<file path="config.mk">
export PLATFORM = sky130hd
export DESIGN_NAME = lfu_cell
export DESIGN_NICKNAME = d
export VERILOG_FILES = /design/src/lfu_pkg.sv /design/src/lfu_cell.sv
export SDC_FILE = /design/constraint.sdc
export NUM_CORES = 1
export LEC_CHECK = 0
export BUFFER_PORTS_ARGS = -buffer_cell sky130_fd_sc_hd__buf_2
export CAP_MARGIN = 25
export CORE_MARGIN = 8
export CORE_UTILIZATION = 30
export CTS_BUF_LIST = sky130_fd_sc_hd__clkbuf_4 sky130_fd_sc_hd__clkbuf_8 sky130_fd_sc_hd__clkbuf_16
export DETAILED_ROUTE_END_ITERATION = 7
export HOLD_SLACK_MARGIN = 0.12
export PLACE_DENSITY = 0.62
export SYNTH_ARGS = -nofsm -noshare
export SYNTH_HDL_FRONTEND = slang
export SYNTH_SLANG_ARGS = --single-unit
</file>
<file path="constraint.sdc">
create_clock -name clk -period 3.5 [get_ports clk]
set_input_delay 0.875 -clock clk [delete_from_list [all_inputs] [get_ports clk]]
set_output_delay 0.875 -clock clk [all_outputs]
set_load 0.01 [all_outputs]
</file>
<file path="src/lfu_pkg.sv">
`timescale 1ns / 1ps
// ----------------------------------------------------------------------------
// LFU replacement package
// Shared sizes, types and the helper function of the LFU page replacement unit.
// ----------------------------------------------------------------------------
package lfu_pkg;

	// Design sizes.
	localparam int FRAMES     = 8;
	localparam int PAGE_BITS  = 8;
	localparam int COUNT_BITS = 16;

	// Fixed widths of the channel fields.
	localparam int PAGE_W      = 8;
	localparam int IDX_OUT_W   = 3;
	localparam int CFG_W       = 4;

	// Derived widths.
	localparam int IDX_W      = (FRAMES > 1) ? $clog2(FRAMES) : 1;
	localparam int ACT_W      = $clog2(FRAMES + 1);
	localparam int PAGE_COUNT = 1 << PAGE_BITS;

	typedef logic [PAGE_BITS-1:0]  page_t;
	typedef logic [COUNT_BITS-1:0] count_t;
	typedef logic [IDX_W-1:0]      idx_t;
	typedef logic [ACT_W-1:0]      act_t;

	// Search token that walks the frame chain, one cell per cycle.
	typedef struct packed {
		logic   vld;
		page_t  page;
		logic   hit;
		idx_t   hit_idx;
		logic   emp;
		idx_t   emp_idx;
		logic   best;
		idx_t   best_idx;
		count_t best_freq;
		count_t best_uses;
		page_t  best_page;
	} lfu_tok_t;

	// Update of one frame at the end of a request.
	typedef struct packed {
		logic   en;
		page_t  page;
		count_t freq;
	} lfu_wr_t;

	// Control sequencer states.
	typedef enum logic [1:0] {
		ST_IDLE,
		ST_SCAN,
		ST_COMMIT
	} lfu_state_t;

	// Saturating increment of a counter.
	function automatic count_t sat_inc(count_t v);
		return (v == '1) ? v : v + COUNT_BITS'(1);
	endfunction

endpackage

</file>
<file path="src/lfu_cell.sv">
`timescale 1ns / 1ps
// ----------------------------------------------------------------------------
// LFU frame cell
// Holds one page frame, folds it into the passing search token and takes
// the frame update at the end of a request.
// ----------------------------------------------------------------------------
module lfu_cell (
	input  logic              clk,
	input  logic              arst_n,
	input  lfu_pkg::idx_t     cell_idx,
	input  logic              active,
	input  lfu_pkg::lfu_tok_t tok_i,
	input  lfu_pkg::lfu_wr_t  wr,
	output lfu_pkg::lfu_tok_t tok_o
);

	lfu_pkg::page_t    page_q;
	logic              valid_q;
	lfu_pkg::count_t   freq_q;
	lfu_pkg::count_t   uses_q;
	lfu_pkg::lfu_tok_t tok_n;
	lfu_pkg::lfu_tok_t tok_q;

	// Fold this frame into the token: first hit, first empty frame, lowest reference count, fewest uses.
	always_comb begin
		tok_n = tok_i;
		if (tok_i.vld && active) begin
			if (valid_q && (page_q == tok_i.page) && !tok_i.hit) begin
				tok_n.hit     = 1'b1;
				tok_n.hit_idx = cell_idx;
			end
			if (!valid_q && !tok_i.emp) begin
				tok_n.emp     = 1'b1;
				tok_n.emp_idx = cell_idx;
			end
			if (valid_q && (!tok_i.best || (freq_q < tok_i.best_freq) ||
					((freq_q == tok_i.best_freq) && (uses_q < tok_i.best_uses)))) begin
				tok_n.best      = 1'b1;
				tok_n.best_idx  = cell_idx;
				tok_n.best_freq = freq_q;
				tok_n.best_uses = uses_q;
				tok_n.best_page = page_q;
			end
		end
	end

	// Hand the token to the next cell.
	always_ff @(posedge clk or negedge arst_n) begin
		if (!arst_n) begin
			tok_q <= '0;
		end else begin
			tok_q <= tok_n;
		end
	end

	assign tok_o = tok_q;

	// Frame contents; the use count is never cleared after reset.
	always_ff @(posedge clk or negedge arst_n) begin
		if (!arst_n) begin
			page_q  <= '0;
			valid_q <= 1'b0;
			freq_q  <= '0;
			uses_q  <= '0;
		end else if (wr.en) begin
			page_q  <= wr.page;
			valid_q <= 1'b1;
			freq_q  <= wr.freq;
			uses_q  <= lfu_pkg::sat_inc(uses_q);
		end
	end

endmodule

</file>
==> results.sh <==
export IMPL_stdcell_area_um2=6025
export IMPL_core_area_um2=15260
export IMPL_synth_most_common_cell="dfrtp_1"
export IMPL_whs_ns=0.5061
export IMPL_grt_pass1_vias=3791
export IMPL_synth_edff_count=0
export IMPL_cts_setup_buffers=0
export IMPL_grt_pass1_wl_um=19620
export IMPL_grt_usage_pct=12.55
export IMPL_netlist_instances=369
export IMPL_dieHeight_um=141.3
export IMPL_cp_max_fo=14
export IMPL_final_min_clock_period_ns=2.791
export IMPL_n_fill_cell=1473
export IMPL_dpl_hpwl_um=9389
export IMPL_die_w_um=141.3
export IMPL_synthTopCellsByArea="dfrtp_1 54%, mux2_2 14%, ha_1 8.5%, inv_1 3.1%, xor2_1 2.2%"
export IMPL_place_congestion=0.7966
export IMPL_rrSetupSlack_ns=0.95
export IMPL_end_kind="flip-flop"
export IMPL_yosys_warnings=0
export IMPL_drtAntennaViolNets=0
export IMPL_maxSlewHeadroom_pct=57.21
export IMPL_viasPerCell=4.497
export IMPL_path_class="in2reg"
export IMPL_ys_seq_area_share_pct=54.21
export IMPL_clockBufferDepth=2
export IMPL_finClkSkew_ns=0.007115
export IMPL_maxCapViolCount=0
export IMPL_rsz0062_at_grt="no"
export IMPL_cts_inserted_buffers=9
export IMPL_setup_tns_ns=0
export IMPL_power_density_nw_per_um2=496.9
export IMPL_post_route_cells_drive_above_1_share_pct=44.57
export IMPL_drtIter0Drc=123
export IMPL_final_cells=745
export IMPL_vdd_drop_max_v=0.0002905
export IMPL_synth_top_area_cell="dfrtp_1"
export IMPL_hold_viol_final=0
export IMPL_hold_path_depth=1
export IMPL_yosys_top_cells_count="102 x dfrtp_1, 59 x mux2_2, 39 x inv_1, 32 x ha_1, 13 x nor3_1"
export IMPL_combPwrFrac_pct=20.5
export IMPL_wirelength_um=11970
export IMPL_r2r_start="freq_q[15]"
export IMPL_htreeDepth=3
export IMPL_utilization_pct=39.48
export IMPL_ctsResizeCount=0
export IMPL_drc=0
export IMPL_pwr_share_clk_pct=32.1
export IMPL_leakage_nw=2.933
export IMPL_hold_class="reg2reg"
export IMPL_start_kind="input port"
export IMPL_status="finished, final reports clean"
export IMPL_p_seq_share_pct=47.4
export IMPL_yosysTopAreaCellShare_pct=54.21
export IMPL_dr_total_vias=3350
export IMPL_path_clk_slew_ns=0.07
export IMPL_hp_start="valid_q"
export IMPL_numPortBuffers=152
export IMPL_setup_slack_ns=0.7092
export IMPL_syn_cell_area_um2=4708
export IMPL_syn2layout_area_growth_pct=27.96
export IMPL_syn_avg_cell_area_um2=12.76
export IMPL_rows=45
export IMPL_die_area_um2=19960
export IMPL_synth_seq_cells=102
export IMPL_arrival_ns=3.02
export IMPL_switching_share_pct=29.35
export IMPL_cts_sinks=102
export IMPL_io_pins=153
export IMPL_n_antenna_cell=0
export IMPL_maxSlewViolCount=0
export IMPL_required_ns=3.73
export IMPL_power_mw=2.994
export IMPL_cts_hold_buf=0
export IMPL_grt_max_degree=56
export IMPL_wire_per_inst_um=16.07
export IMPL_nets=653
export IMPL_synthArstFlopShare_pct=100.0
export IMPL_cts_root_buf="clkbuf_16"
export IMPL_p_sw_uw=878.6
export IMPL_dr_pass1_iters=4
export IMPL_antenna_found_initial=1
export IMPL_synth_distinct_cells=38
export IMPL_post_route_period_util_pct=79.74
export IMPL_synthFlopType="dfrtp_1"
export IMPL_start_util_pct=30.86
export IMPL_dp_cells=729
export IMPL_holdPathEnd="tok_o[47]"
export IMPL_grt_overflow=0
export IMPL_syn_nets=493
export IMPL_cts_tree="yes"
export IMPL_rr_worst_depth=7
export IMPL_preCtsSetupSlack_ns=0.2462
export IMPL_clk_latency_ns=0.35
export IMPL_setup_violations=0
export IMPL_rr_endpoint="tok_o[36]"
export IMPL_worst_slew_pin_slew_ns=0.6418
export IMPL_p_int_mw=2.115
export IMPL_place_area_um2=5744
export IMPL_max_freq_ghz=0.3583
-- layer usage --
metal  vias to the layer above  wire (um)  GRT usage [%]  share of wire [%]
met2                       100       5990          21.88                 50
li1                       1594          -              -                  -
met5                         -         13              0               0.11
met3                        14        901          4.126                7.5
met4                         2        183          4.751                1.5
met1                      1640       4879          14.00                 41
-- worst max-delay path: stages --
cell,delay (ns)
buf_2,0.09
inv_1,0.04
ha_1,0.29
nand4_1,0.23
nor3_1,0.43
nand4_1,0.21
o21ai_4,0.22
buf_4,0.28
mux2_2,0.36
-- flip-flops by register name (all words and copies together), names as in the netlist --
name     count
uses_q      16
tok_o       61
valid_q      1
page_q       8
freq_q      16
-- power by group through the flow --
stage	clock (mW)	combinational (mW)	sequential [mW]
floorplan	0	0.342	1.46
global route	1.04	0.692	1.44
CTS	0.994	0.630	1.42
global placement	0	0.613	1.44
finish	0.960	0.615	1.42
detailed placement	0	0.625	1.44
-- how the worst max path moves through the flow --
stage,from,to,slack [ns],depth (start not counted)
2_1_floorplan,tok_i[21],tok_o[38],0.81,9
6_report,tok_i[37],tok_o[36],0.71,9
3_3_place_gp,tok_i[39],tok_o[31],0.24,9
3_5_place_dp,tok_i[37],tok_o[6],0.25,9
4_1_cts,tok_i[37],tok_o[5],0.62,9
5_1_grt,tok_i[39],tok_o[30],0.55,9
-- area by class of cell --
cell class | count | area [um2] | area share (%)
well taps | 211 | 264.0 | 4.382
repair buffers | 157 | 825.8 | 13.71
multi-input cells | 220 | 1956 | 32.46
clock buffers | 9 | 225.2 | 3.738
flip-flops and latches | 102 | 2552 | 42.37
inverters | 39 | 146.4 | 2.430
clock inverters | 7 | 55.05 | 0.9138
-- placed cells by master (no fill, tap or decap), types with 2 or more instances in the layout --
| cell type | n |
|---|---|
| nand4_1 | 10 |
| a21oi_1 | 8 |
| mux2_1 | 8 |
| nor4_1 | 3 |
| ha_1 | 32 |
| buf_12 | 2 |
| or3_1 | 2 |
| inv_6 | 3 |
| mux2i_1 | 5 |
| buf_4 | 4 |
| a211oi_1 | 3 |
| clkbuf_16 | 9 |
| dfrtp_1 | 102 |
| o21ai_0 | 5 |
| and2_1 | 2 |
| o21bai_1 | 2 |
| nand2b_1 | 2 |
| nand2_1 | 10 |
| xor2_1 | 12 |
| clkinv_2 | 2 |
| xnor2_1 | 11 |
| buf_2 | 151 |
| nand3_1 | 8 |
| nor3_1 | 13 |
| inv_1 | 39 |
| mux2_2 | 59 |
| nor2_1 | 10 |
| nand3b_1 | 2 |
-- cells by family after synthesis --
kind of cell,Yosys count,synth area share [%]
DFF,102,54.21
xor gates and xnor gates,23,4.278
and+or+nand+nor,66,7.308
AOI/OAI and AO/OA,26,3.880
buffers and inverters,47,4.411
muxes,73,17.41
adders and majority gates,32,8.504
(Power assumes the default switching activity.)
